File: src/rtl/sll_pkg.sv
// Shared types, token codes and helper functions for the small-language lexer.
// Self-contained; imported by small_language_lexer_top and token_checker.
`timescale 1ns / 1ps
`default_nettype none

package sll_pkg;

  // Run-length limits, capped by the 11-byte lexeme buffer
  localparam int BufDepth       = 11;
  localparam int IdentLimitCfg  = 11;
  localparam int NumberLimitCfg = 5;
  localparam int IdentLimit     = (IdentLimitCfg < BufDepth) ? IdentLimitCfg : BufDepth;
  localparam int NumberLimit    = (NumberLimitCfg < BufDepth) ? NumberLimitCfg : BufDepth;

  typedef enum logic [3:0] {
    MODE_IDLE    = 4'd0,
    MODE_IDENT   = 4'd1,
    MODE_IDSKIP  = 4'd2,
    MODE_NUM     = 4'd3,
    MODE_NUMSKIP = 4'd4,
    MODE_SLASH   = 4'd5,
    MODE_COMMENT = 4'd6,
    MODE_COLON   = 4'd7,
    MODE_LESS    = 4'd8,
    MODE_GREATER = 4'd9
  } mode_t;

  // Token codes
  localparam logic [5:0] TokError   = 6'd0;
  localparam logic [5:0] TokMod     = 6'd1;
  localparam logic [5:0] TokIdent   = 6'd2;
  localparam logic [5:0] TokNumber  = 6'd3;
  localparam logic [5:0] TokPlus    = 6'd4;
  localparam logic [5:0] TokMinus   = 6'd5;
  localparam logic [5:0] TokStar    = 6'd6;
  localparam logic [5:0] TokSlash   = 6'd7;
  localparam logic [5:0] TokFi      = 6'd8;
  localparam logic [5:0] TokEq      = 6'd9;
  localparam logic [5:0] TokNe      = 6'd10;
  localparam logic [5:0] TokLt      = 6'd11;
  localparam logic [5:0] TokLe      = 6'd12;
  localparam logic [5:0] TokGt      = 6'd13;
  localparam logic [5:0] TokGe      = 6'd14;
  localparam logic [5:0] TokLParen  = 6'd15;
  localparam logic [5:0] TokRParen  = 6'd16;
  localparam logic [5:0] TokComma   = 6'd17;
  localparam logic [5:0] TokSemi    = 6'd18;
  localparam logic [5:0] TokPeriod  = 6'd19;
  localparam logic [5:0] TokBecomes = 6'd20;
  localparam logic [5:0] TokBegin   = 6'd21;
  localparam logic [5:0] TokEnd     = 6'd22;
  localparam logic [5:0] TokIf      = 6'd23;
  localparam logic [5:0] TokThen    = 6'd24;
  localparam logic [5:0] TokWhile   = 6'd25;
  localparam logic [5:0] TokDo      = 6'd26;
  localparam logic [5:0] TokConst   = 6'd28;
  localparam logic [5:0] TokVar     = 6'd29;
  localparam logic [5:0] TokWrite   = 6'd31;
  localparam logic [5:0] TokRead    = 6'd32;
  localparam logic [5:0] TokElse    = 6'd33;

  // Error kinds
  localparam logic [1:0] ErrNone      = 2'd0;
  localparam logic [1:0] ErrSymbol    = 2'd1;
  localparam logic [1:0] ErrIdentLong = 2'd2;
  localparam logic [1:0] ErrNumLong   = 2'd3;

  typedef logic [BufDepth-1:0][7:0] lexbuf_t;

  typedef struct packed {
    logic [5:0]  token_code;
    logic [1:0]  error_kind;
    logic [3:0]  lexeme_length;
    logic [63:0] lexeme_head;
    logic [23:0] lexeme_tail;
    logic        last_of_run;
  } res_t;

  // Token carrying the first len bytes of the buffer, zero beyond
  function automatic res_t tok_buf(logic [5:0] code, logic [1:0] kind, lexbuf_t b,
                                   logic [3:0] len);
    logic [BufDepth*8-1:0] lex;
    res_t r;
    lex = '0;
    for (int i = 0; i < BufDepth; i++) begin
      if (4'(i) < len) lex[8*i +: 8] = b[i];
    end
    r.token_code    = code;
    r.error_kind    = kind;
    r.lexeme_length = len;
    r.lexeme_head   = lex[63:0];
    r.lexeme_tail   = lex[87:64];
    r.last_of_run   = 1'b0;
    return r;
  endfunction

  function automatic res_t tok_one(logic [5:0] code, logic [1:0] kind, logic [7:0] ch);
    res_t r;
    r.token_code    = code;
    r.error_kind    = kind;
    r.lexeme_length = 4'd1;
    r.lexeme_head   = {56'h0, ch};
    r.lexeme_tail   = 24'h0;
    r.last_of_run   = 1'b0;
    return r;
  endfunction

  function automatic res_t tok_two(logic [5:0] code, logic [7:0] a, logic [7:0] b);
    res_t r;
    r.token_code    = code;
    r.error_kind    = ErrNone;
    r.lexeme_length = 4'd2;
    r.lexeme_head   = {48'h0, b, a};
    r.lexeme_tail   = 24'h0;
    r.last_of_run   = 1'b0;
    return r;
  endfunction

  // Word w is right-aligned, first character in the highest used byte
  function automatic logic kw_hit(lexbuf_t b, logic [3:0] len, logic [39:0] w,
                                  logic [3:0] wl);
    logic hit;
    hit = (len == wl);
    for (int i = 0; i < 5; i++) begin
      if (4'(i) < wl) hit = hit & (b[i] == w[8*(int'(wl)-1-i) +: 8]);
    end
    return hit;
  endfunction

  function automatic logic [5:0] word_code(lexbuf_t b, logic [3:0] len);
    logic [5:0] code;
    code = TokIdent;
    if      (kw_hit(b, len, 40'("const"), 4'd5)) code = TokConst;
    else if (kw_hit(b, len, 40'("var"),   4'd3)) code = TokVar;
    else if (kw_hit(b, len, 40'("begin"), 4'd5)) code = TokBegin;
    else if (kw_hit(b, len, 40'("end"),   4'd3)) code = TokEnd;
    else if (kw_hit(b, len, 40'("if"),    4'd2)) code = TokIf;
    else if (kw_hit(b, len, 40'("fi"),    4'd2)) code = TokFi;
    else if (kw_hit(b, len, 40'("then"),  4'd4)) code = TokThen;
    else if (kw_hit(b, len, 40'("else"),  4'd4)) code = TokElse;
    else if (kw_hit(b, len, 40'("while"), 4'd5)) code = TokWhile;
    else if (kw_hit(b, len, 40'("do"),    4'd2)) code = TokDo;
    else if (kw_hit(b, len, 40'("read"),  4'd4)) code = TokRead;
    else if (kw_hit(b, len, 40'("write"), 4'd5)) code = TokWrite;
    else if (kw_hit(b, len, 40'("mod"),   4'd3)) code = TokMod;
    return code;
  endfunction

endpackage

`default_nettype wire

File: src/rtl/small_language_lexer_top.sv
// Small-language lexer: one source byte per request in, finished tokens out.
// Depends on sll_pkg (types, token codes, keyword match).
//
//   channel | handshake          | payload
//   --------+--------------------+-------------------------------------------
//   in      | in_valid/in_stall  | input_char, end_of_input
//   out     | out_valid/out_stall| token_code, error_kind, lexeme_length,
//           |                    | lexeme_head, lexeme_tail, last_of_run
//
// An input request is scanned in the cycle it is accepted; its 0, 1 or 2 tokens
// land in a 4-entry result queue and leave it one per cycle while out_stall is low.
// Sustained rate: one request per cycle while each gives at most one token and
// out_stall is low; requests giving two tokens fill the queue, as the single output port drains one per cycle.
// in_stall rises when the queue holds 3 or more tokens.
// Synchronous reset returns the scanner to idle and empties the queue.
`timescale 1ns / 1ps
`default_nettype none

module small_language_lexer_top (
  input  wire logic        clk,
  input  wire logic        rst,
  input  wire logic        in_valid,
  output logic             in_stall,
  input  wire logic [7:0]  input_char,
  input  wire logic        end_of_input,
  output logic             out_valid,
  input  wire logic        out_stall,
  output logic [5:0]       token_code,
  output logic [1:0]       error_kind,
  output logic [3:0]       lexeme_length,
  output logic [63:0]      lexeme_head,
  output logic [23:0]      lexeme_tail,
  output logic             last_of_run
);
  import sll_pkg::*;

  localparam logic [3:0] IdentLim = 4'(IdentLimit);
  localparam logic [3:0] NumLim   = 4'(NumberLimit);

  // Scanner state
  mode_t      mode, mode_next;
  logic       prior_star, prior_star_next;
  logic [3:0] count, count_next;
  lexbuf_t    lex_buf;
  logic       wr_en;
  logic [3:0] wr_idx;

  // Result queue
  res_t       fifo [4];
  logic [1:0] wr_ptr, rd_ptr;
  logic [2:0] cnt;

  logic       in_acc, out_acc;
  logic [7:0] c;
  logic       eoi;

  assign c      = input_char;
  assign eoi    = end_of_input;
  assign in_acc = in_valid & ~in_stall;

  // Character classes
  logic       is_alpha, is_digit, is_alnum, is_space, is_lead;
  logic [5:0] op_code;

  assign is_alpha = (c >= "a" && c <= "z") || (c >= "A" && c <= "Z");
  assign is_digit = (c >= "0" && c <= "9");
  assign is_alnum = is_alpha | is_digit;
  assign is_space = (c == " ") || (c >= 8'd9 && c <= 8'd13);
  assign is_lead  = (c == "/") || (c == ":") || (c == "<") || (c == ">");

  always_comb begin
    case (c)
      "+":     op_code = TokPlus;
      "-":     op_code = TokMinus;
      "*":     op_code = TokStar;
      "(":     op_code = TokLParen;
      ")":     op_code = TokRParen;
      "=":     op_code = TokEq;
      ",":     op_code = TokComma;
      ".":     op_code = TokPeriod;
      ";":     op_code = TokSemi;
      default: op_code = TokError;
    endcase
  end

  // Token from starting a new lexeme with c
  logic st_emit;
  res_t st_tok;
  assign st_emit = ~is_space & ~is_alnum & ~is_lead;
  assign st_tok  = (op_code != TokError) ? tok_one(op_code, ErrNone, c)
                                         : tok_one(TokError, ErrSymbol, c);

  // Tokens that close the pending lexeme, and whether c starts a new one
  logic pre_v, sec_v, do_start;
  res_t pre_tok, sec_tok;

  always_comb begin
    pre_v    = 1'b0;
    sec_v    = 1'b0;
    do_start = 1'b0;
    pre_tok  = tok_buf(word_code(lex_buf, count), ErrNone, lex_buf, count);
    sec_tok  = tok_one(TokStar, ErrNone, "*");
    if (eoi) begin
      case (mode)
        MODE_IDENT: pre_v = 1'b1;
        MODE_NUM: begin
          pre_v   = 1'b1;
          pre_tok = tok_buf(TokNumber, ErrNone, lex_buf, count);
        end
        MODE_SLASH: begin
          pre_v   = 1'b1;
          pre_tok = tok_one(TokSlash, ErrNone, "/");
        end
        MODE_COMMENT: begin
          pre_v   = 1'b1;
          pre_tok = tok_one(TokSlash, ErrNone, "/");
          sec_v   = 1'b1;
        end
        MODE_COLON: begin
          pre_v   = 1'b1;
          pre_tok = tok_one(TokError, ErrSymbol, ":");
        end
        MODE_LESS: begin
          pre_v   = 1'b1;
          pre_tok = tok_one(TokLt, ErrNone, "<");
        end
        MODE_GREATER: begin
          pre_v   = 1'b1;
          pre_tok = tok_one(TokGt, ErrNone, ">");
        end
        default: pre_v = 1'b0;
      endcase
    end else begin
      case (mode)
        MODE_IDENT: begin
          if (is_alnum) begin
            if (count >= IdentLim) begin
              pre_v   = 1'b1;
              pre_tok = tok_buf(TokError, ErrIdentLong, lex_buf, count);
            end
          end else begin
            pre_v    = 1'b1;
            do_start = 1'b1;
          end
        end
        MODE_IDSKIP: do_start = ~is_alnum;
        MODE_NUM: begin
          pre_tok = tok_buf(TokNumber, ErrNone, lex_buf, count);
          if (is_digit) begin
            if (count >= NumLim) begin
              pre_v   = 1'b1;
              pre_tok = tok_buf(TokError, ErrNumLong, lex_buf, count);
            end
          end else begin
            pre_v    = 1'b1;
            do_start = 1'b1;
          end
        end
        MODE_NUMSKIP: do_start = ~is_digit;
        MODE_SLASH: begin
          pre_tok = tok_one(TokSlash, ErrNone, "/");
          if (c != "*") begin
            pre_v    = 1'b1;
            do_start = 1'b1;
          end
        end
        MODE_COMMENT: do_start = 1'b0;
        MODE_COLON: begin
          pre_v = 1'b1;
          if (c == "=") begin
            pre_tok = tok_two(TokBecomes, ":", "=");
          end else begin
            pre_tok  = tok_one(TokError, ErrSymbol, ":");
            do_start = 1'b1;
          end
        end
        MODE_LESS: begin
          pre_v = 1'b1;
          if (c == "=") begin
            pre_tok = tok_two(TokLe, "<", "=");
          end else if (c == ">") begin
            pre_tok = tok_two(TokNe, "<", ">");
          end else begin
            pre_tok  = tok_one(TokLt, ErrNone, "<");
            do_start = 1'b1;
          end
        end
        MODE_GREATER: begin
          pre_v = 1'b1;
          if (c == "=") begin
            pre_tok = tok_two(TokGe, ">", "=");
          end else begin
            pre_tok  = tok_one(TokGt, ErrNone, ">");
            do_start = 1'b1;
          end
        end
        default: do_start = 1'b1;
      endcase
    end
  end

  // Next scanner state
  always_comb begin
    mode_next       = mode;
    prior_star_next = prior_star;
    count_next      = count;
    wr_en           = 1'b0;
    wr_idx          = count;
    if (eoi) begin
      mode_next       = MODE_IDLE;
      prior_star_next = 1'b0;
      count_next      = 4'd0;
    end else begin
      case (mode)
        MODE_IDENT: begin
          if (is_alnum) begin
            if (count < IdentLim) begin
              wr_en      = 1'b1;
              count_next = count + 4'd1;
            end else begin
              mode_next = MODE_IDSKIP;
            end
          end
        end
        MODE_NUM: begin
          if (is_digit) begin
            if (count < NumLim) begin
              wr_en      = 1'b1;
              count_next = count + 4'd1;
            end else begin
              mode_next = MODE_NUMSKIP;
            end
          end
        end
        MODE_SLASH: begin
          if (c == "*") begin
            mode_next       = MODE_COMMENT;
            prior_star_next = 1'b0;
          end
        end
        MODE_COMMENT: begin
          if (prior_star && c == "/") begin
            mode_next       = MODE_IDLE;
            prior_star_next = 1'b0;
          end else begin
            prior_star_next = (c == "*");
          end
        end
        MODE_COLON, MODE_LESS, MODE_GREATER: mode_next = MODE_IDLE;
        default: mode_next = mode;
      endcase
      if (do_start) begin
        if (is_space) begin
          mode_next = MODE_IDLE;
        end else if (is_alpha) begin
          mode_next = MODE_IDENT;
        end else if (is_digit) begin
          mode_next = MODE_NUM;
        end else begin
          case (c)
            "/":     mode_next = MODE_SLASH;
            ":":     mode_next = MODE_COLON;
            "<":     mode_next = MODE_LESS;
            ">":     mode_next = MODE_GREATER;
            default: mode_next = MODE_IDLE;
          endcase
        end
        if (is_alnum) begin
          wr_en      = 1'b1;
          wr_idx     = 4'd0;
          count_next = 4'd1;
        end
      end
    end
  end

  // Assemble up to two results in order
  logic       v0, v1;
  res_t       r0, r1;
  logic [1:0] push;

  always_comb begin
    v0 = pre_v | (do_start & st_emit);
    v1 = sec_v | (pre_v & do_start & st_emit);
    r0 = pre_v ? pre_tok : st_tok;
    r1 = sec_v ? sec_tok : st_tok;
    r0.last_of_run = ~v1;
    r1.last_of_run = 1'b1;
    push = in_acc ? ({1'b0, v0} + {1'b0, v1}) : 2'd0;
  end

  always_ff @(posedge clk) begin
    if (rst) begin
      mode       <= MODE_IDLE;
      prior_star <= 1'b0;
      count      <= 4'd0;
    end else if (in_acc) begin
      mode       <= mode_next;
      prior_star <= prior_star_next;
      count      <= count_next;
    end
  end

  always_ff @(posedge clk) begin
    for (int i = 0; i < BufDepth; i++) begin
      if (in_acc && wr_en && wr_idx == 4'(i)) lex_buf[i] <= c;
    end
  end

  // Result queue
  assign out_acc   = out_valid & ~out_stall;
  assign out_valid = (cnt != 3'd0);
  assign in_stall  = (cnt >= 3'd3);

  always_ff @(posedge clk) begin
    if (push != 2'd0) fifo[wr_ptr] <= r0;
    if (push == 2'd2) fifo[wr_ptr + 2'd1] <= r1;
  end

  always_ff @(posedge clk) begin
    if (rst) begin
      wr_ptr <= 2'd0;
      rd_ptr <= 2'd0;
      cnt    <= 3'd0;
    end else begin
      wr_ptr <= wr_ptr + push;
      rd_ptr <= rd_ptr + {1'b0, out_acc};
      cnt    <= cnt + {1'b0, push} - {2'b0, out_acc};
    end
  end

  assign token_code    = fifo[rd_ptr].token_code;
  assign error_kind    = fifo[rd_ptr].error_kind;
  assign lexeme_length = fifo[rd_ptr].lexeme_length;
  assign lexeme_head   = fifo[rd_ptr].lexeme_head;
  assign lexeme_tail   = fifo[rd_ptr].lexeme_tail;
  assign last_of_run   = fifo[rd_ptr].last_of_run;

`ifndef SYNTHESIS
  a_queue_depth: assert property (@(posedge clk) disable iff (rst) cnt <= 3'd4)
    else $error("result queue overflow");

  a_run_count: assert property (@(posedge clk) disable iff (rst)
    (mode == MODE_IDENT || mode == MODE_NUM) |-> (count >= 4'd1 && count <= 4'(BufDepth)))
    else $error("lexeme count out of range in a run");

  a_star_in_comment: assert property (@(posedge clk) disable iff (rst)
    prior_star |-> mode == MODE_COMMENT)
    else $error("star flag set outside a comment");

  a_eoi_flush: assert property (@(posedge clk) disable iff (rst)
    (in_acc && end_of_input) |=> (mode == MODE_IDLE && count == 4'd0 && !prior_star))
    else $error("end of input did not return scanner to idle");
`endif

endmodule

`default_nettype wire

File: config.mk
export PLATFORM = sky130hd
export DESIGN_NAME = small_language_lexer_top
export DESIGN_NICKNAME = d
export VERILOG_FILES = /design/src/rtl/sll_pkg.sv /design/src/rtl/small_language_lexer_top.sv
export SDC_FILE = /design/constraint.sdc
export NUM_CORES = 1
export LEC_CHECK = 0
export ABC_AREA = 1
export BUFFER_PORTS_ARGS = -buffer_cell sky130_fd_sc_hd__buf_2
export CAP_MARGIN = 20
export CELL_PAD_IN_SITES_DETAIL_PLACEMENT = 1
export CELL_PAD_IN_SITES_GLOBAL_PLACEMENT = 2
export CORE_UTILIZATION = 40
export CTS_BUF_LIST = sky130_fd_sc_hd__clkbuf_8
export CTS_CLUSTER_DIAMETER = 60
export DETAILED_ROUTE_END_ITERATION = 8
export GPL_TIMING_DRIVEN = 0
export PLACE_DENSITY_LB_ADDON = 0.1
export RECOVER_POWER = 50
export SLEW_MARGIN = 30
export SYNTH_ARGS = -nofsm -noshare
export SYNTH_HDL_FRONTEND = slang
export SYNTH_SLANG_ARGS = --single-unit
File: constraint.sdc
create_clock -name clk -period 12.3 [get_ports clk]
set_clock_uncertainty 0.2 [all_clocks]
set_input_delay 2.46 -clock clk [delete_from_list [all_inputs] [get_ports clk]]
set_output_delay 2.46 -clock clk [all_outputs]
set_load 0.02 [all_outputs]
Word-level counts from Yosys, hierarchy flattened
Memory sizes are Yosys's and may differ from the RTL's. A register that Yosys moved wholly into a read port is not among the register bits.
Cells that the tools add are included.
{"block": "classes", "reduce_logical": 34, "mux": 379, "n_addsub": 7, "n_eq_ne": 84, "n_bitwise": 63, "order_cmp": 24}
{"operator": "101-bit 2-to-1 mux", "n": 6}
{"operator": "101-bit one-hot mux with 6 select lines", "n": 1}
{"operator": "101-bit one-hot mux with 5 select lines", "n": 1}
{"operator": "1-bit 2-to-1 mux", "n": 310}
{"operator": "8-bit by 7-bit equality test with 1-bit output, second input constant", "n": 38}
{"operator": "97-bit 2-to-1 mux", "n": 3}
{"operator": "8-bit by 6-bit equality test with 1-bit output, second input constant", "n": 14}
{"operator": "100-bit 2-to-1 mux", "n": 1}
{"operator": "98-bit 2-to-1 mux", "n": 1}
{"operator": "96-bit 2-to-1 mux", "n": 1}
{"operator": "8-bit 2-to-1 mux", "n": 11}
{"operator": "4-bit 2-to-1 mux", "n": 21}
{"operator": "6-bit 2-to-1 mux", "n": 11}
{"operator": "1-bit bitwise AND", "n": 53}
{"operator": "5-bit one-hot mux with 9 select lines", "n": 1}
{"operator": "4-bit by 3-bit equality test with 1-bit output, second input constant", "n": 10}
{"operator": "4-bit by 2-bit equality test with 1-bit output, second input constant", "n": 6}
{"operator": "4-bit inequality test, second input constant", "n": 6}
{"operator": "4-bit equality test, second input constant", "n": 5}
{"operator": "4-bit one-hot mux with 5 select lines", "n": 1}
{"operator": "1-bit logical AND", "n": 17}
{"operator": "8-bit by 7-bit greater-or-equal comparator with 1-bit output, second input constant", "n": 2}
{"operator": "8-bit by 7-bit less-or-equal comparator with 1-bit output, second input constant", "n": 2}
{"operator": "3-bit by 4-bit less-than comparator with 1-bit output, first input constant", "n": 4}
{"operator": "43 further kinds", "n": 65}
{"block": "totals", "mem_count": 1, "output_inout_bits": 103, "word_cells": 609, "reg_bits": 104, "in_bits": 13, "ramBits": 404}
{"memory": "fifo", "words": 4, "word_bits": 101, "rd": 1, "rd_ports_with_merged_regs": 1, "wr": 2, "line_no": "small_language_lexer_top.sv:49", "rtl": "res_t fifo [4];"}

Longest topological paths before layout
{"block": "logic_depth", "word_depth": 335, "ltp_mapped": 29, "depth_no_buf": 26}

Least setup slack after synthesis
No wires, ideal clock.
{"block": "synth_timing", "path_type": "input to register", "startpoint": "input input_char[0]", "endpoint": "memory fifo[3][71] (netlist name)", "stages": 24, "required_time_ns": 12.041, "setup_ns": 0.059, "arrival_ns": 5.757, "n_path_buf": 3, "path_slack_ns": 6.285, "cell_sequence": "buf_4 > nand2_1 > inv_2 > nand2_1 > a21oi_1 > nor2_1 > nor2_1 > nand3_2 > nand2_1 > inv_2 > nand3_1 > nand2_1 > ha_1 > inv_1 > nor2_2 > nor2_1 > nor2_1 > inv_1 > nand2_1 > inv_2 > buf_4 > clkbuf_1 > nand2_1 > nand2_1"}
{"element": "from (decl)", "line_no": "small_language_lexer_top.sv:24", "rtl": "input wire logic [7:0] input_char,"}
{"element": "to (decl)", "line_no": "small_language_lexer_top.sv:49"}

==> impl_metrics.csv <==
group,metric,value,unit
setup_path,path_max_fanout,17,
clocking,clock_latency,0.73,ns
clocking,htreeDepth,3,
sta,finalMaxSlewViolations,127,
clocking,cts_hold_buf,0,
setup_path,r2r_end,"fifo[0][75]$_SDFFE_PP0P_",
setup_path,crit_arrival,10.47,ns
setup_path,reg2reg_slack,5.48,ns
synth,yosysTopAreaCell,"dfxtp_1",
global_routing,grt_pass1_wl,144.7,mm
sta,finalHoldViolations,0,
detailed_routing,wl,96.04,mm
cells_and_area,num-fill-cells,7450,
setup_path,critical_path_class,"in2reg",
die,fp.dieW,244.5,um
cells_and_area,final_cells,4265,
die,initial_core_util,40.62,%
clocking,root_buffer,"clkbuf_8",
power_and_ir_drop,cellPowerDensity,186.9,nW/um^2
synth,synth.area.top_cells,"dfxtp_1 (31%), nand2_1 (21%), edfxtp_1 (18%), nor2_1 (6.2%), o21ai_0 (5.3%)",
synth,yosys.cell_types.count,46,
die,core,57920,sq um
synth,syn_area,23520,sq um
sta,post-route-min-period,10.10,ns
synth,seq_area_frac_synth,49.36,%
detailed_routing,num_vias,23350,
sta,setup_viol,0,
global_routing,grt_pass1_vias,24010,
sta,finalSetupTns,0,ns
setup_path,startpoint,"input_char[2]",
synth,syn_inst,3215,
sta,maxSlewHeadroom,-27.71,%
synth,synth-edff-count,144,
sta,fmax,99.04,MHz
setup_path,cp.required,12.67,ns
die,row_count,88,
global_routing,grt_max_degree,18,
synth,synthFlopType,"dfxtp_1",
worst_hold_path,holdPathEnd,"fifo[1][73]$_SDFFE_PP0P_",
setup_path,end_kind,"flip-flop",
clocking,clock-sinks,508,
detailed_routing,via_per_inst,5.474,
detailed_routing,drt-wirelength-per-cell,22.52,um
cells_and_area,fin_nets,3451,
sta,fin_crit_sh,82.09,%
power_and_ir_drop,power.leakage,11.53,nW
status,violations,"capacitance limit, slew limit",
cells_and_area,drive_gt1_share,7.688,%
worst_hold_path,hold_class,"reg2reg",
clocking,cts_tree,"yes",
synth,synth_nets,3240,
detailed_routing,drt_pre_antenna_iters,5,
cells_and_area,area_growth,13.41,%
clocking,cts_resized,0,
setup_path,r2r_start,"mode[2]$_SDFFE_PP0P_",
status,status,"finished with violations",
placed_design,place_congestion,0.8669,
setup_path,r2r_cells,25,
placed_design,post-place-cells,4097,
power_and_ir_drop,ir_drop,0.1039,mV
placed_design,post-dp-hpwl,67.78,mm
cells_and_area,multi_input_area,10600,sq um
clocking,cts_buffers,92,
cells_and_area,final_common_cell,"nand2_1",
setup_path,critPathLaunchType,"input pin",
synth,ys_seq_elements,508,
clocking,clockBufferDepth,3,
detailed_routing,ant_nets,0,
global_routing,gr-total-overflow,0,
sta,rsz0062_at_grt,"no",
worst_hold_path,worstHoldPathCells,2,
cells_and_area,final_cell_mix,"nand2_1 (1294), nor2_1 (393), dfxtp_1 (364), o21ai_0 (253), clkbuf_1 (229)",
flow_run,cap_violations,8,
detailed_routing,drc,0,
detailed_routing,drtIter0Drc,1718,
synth,synth_top_area_share,30.98,%
worst_hold_path,min-delay-start,"fifo[1][73]$_SDFFE_PP0P_",
synth,postSynthAreaPerCell,7.317,sq um
synth,synthArstFlopShare,0,%
cells_and_area,seqCellArea,11610,sq um
synth,synth_warnings,0,
clocking,post-cts-setup-buffers,0,
clocking,clkTransAtPathRegs,0.06,ns
global_routing,antenna_found_initial,4,
placed_design,io_buffers,114,
die,die_y,244.5,um
global_routing,grt_use_total,32.06,%
die,die_area,59780,sq um
sta,worstMarginPinSlew,1.916,ns
die,io-pin-count,116,
[layout make-up]
| class | count | area share, % |
|---|---|---|
| flip-flops and latches | 508 | 43.53 |
| clock buffers | 105 | 5.417 |
| well taps | 765 | 3.588 |
| clock inverters | 62 | 1.238 |
| diodes | 1 | 0.009380 |
| inverters | 145 | 2.040 |
| repair buffers | 117 | 1.674 |
| plain buffers | 169 | 2.781 |
| multi-input cells | 2393 | 39.73 |
[power by group]
group / internal [mW] / switching [mW] / total (mW)
combinational: 0.355 / 1.26 / 1.62
clock: 0.822 / 0.757 / 1.58
sequential: 1.77 / 0.0219 / 1.79
[state kept, by name (all words and copies together), names as in the netlist]
name / flops
lex_buf: 88
prior_star: 1
rd_ptr: 2
count: 4
cnt: 3
fifo: 404
mode: 4
wr_ptr: 2
[worst max-delay path, stage by stage]
cell and delay [ns]:
clkbuf_1 1.31, nand2_1 0.25, inv_1 0.21, nand2_1 0.08
nor2_1 0.28, nand2_1 0.15, o21ai_0 0.43, nand2_1 0.10
nor2_1 0.12, nand3_1 0.19, nand2_1 0.17, inv_1 0.12
nand3_1 0.12, nand2_1 0.27, ha_1 0.43, inv_1 0.04
nor2_1 0.21, nor2_1 0.13, nor3_1 1.06, inv_1 0.44
nand2_1 0.91, inv_2 0.17, buf_2 0.34, buf_2 0.29
nand2_1 0.10, nand2_1 0.05
[cell families (layout without fill, tap and decap cells)]
logic type      Yosys count  in the layout  synth area share (%)
flops                   508            508                 49.36
other cells               0              1                     0
simple gates           1938           1938                 34.06
compound gates          439            439                 10.29
buf+inv                 314            598                 5.468
fa+ha+maj                12             12                0.6702
xor+xnor                  4              4                0.1490
[Yosys cell counts, types with 4 or more instances]
library cell,number
o211ai_1,4
inv_2,33
buf_2,35
a22o_1,4
nand2_2,11
nand4_1,24
o21ai_1,4
clkbuf_1,115
o21ai_0,251
o22ai_1,118
inv_1,112
nand2_1,1290
dfxtp_1,364
nor2_1,391
ha_1,11
buf_8,4
nor3_2,17
a31oi_1,11
nor2_4,34
a21oi_1,35
buf_4,5
buf_1,10
nor2_2,9
edfxtp_1,144
nor3_1,16
nand3_1,132
[worst max-delay path by stage]
| stage | to | slack [ns] | cells after the start |
|---|---|---|---|
| after floorplan | fifo[3][71]$_SDFFE_PP0P_ | 6.28 | 24 |
| after detailed placement | fifo[3][74]$_SDFFE_PP0P_ | 3.30 | 25 |
| after global placement | fifo[3][80]$_SDFFE_PP0P_ | 3.43 | 25 |
| after global routing | fifo[0][42]$_SDFFE_PP0P_ | 2.08 | 26 |
| after CTS | fifo[3][74]$_SDFFE_PP0P_ | 4.01 | 25 |
| final | fifo[0][75]$_SDFFE_PP0P_ | 2.20 | 26 |
[through the flow]
step                utilization, %  setup WS, ns  power, mW  instance area (sq um)  hold slack [ns]
detailed placement           43.36         3.301      3.474                  25110           0.2340
floorplan                        -         6.285      2.787                  23520           0.2207
CTS                          46.43         4.010      5.045                  26890           0.2489
global placement             43.25         3.432      3.444                  25050           0.2306
global route                 46.06         2.081      5.192                  26680           0.2625
finish                       46.06         2.203      4.986                  26680           0.2473
[routing by layer]
metal  wire length, um  share of wire (%)  track usage, %  vias to the layer above
met3              6006                6.3           5.257                      203
met5                 8             0.0083               0                        -
met2             44450                 46           52.62                      813
met1             41770                 43           41.70                    11480
li1                  -                  -               -                    10850
met4              3808                4.0           13.44                        2
Power figures use the tool's default switching activity.
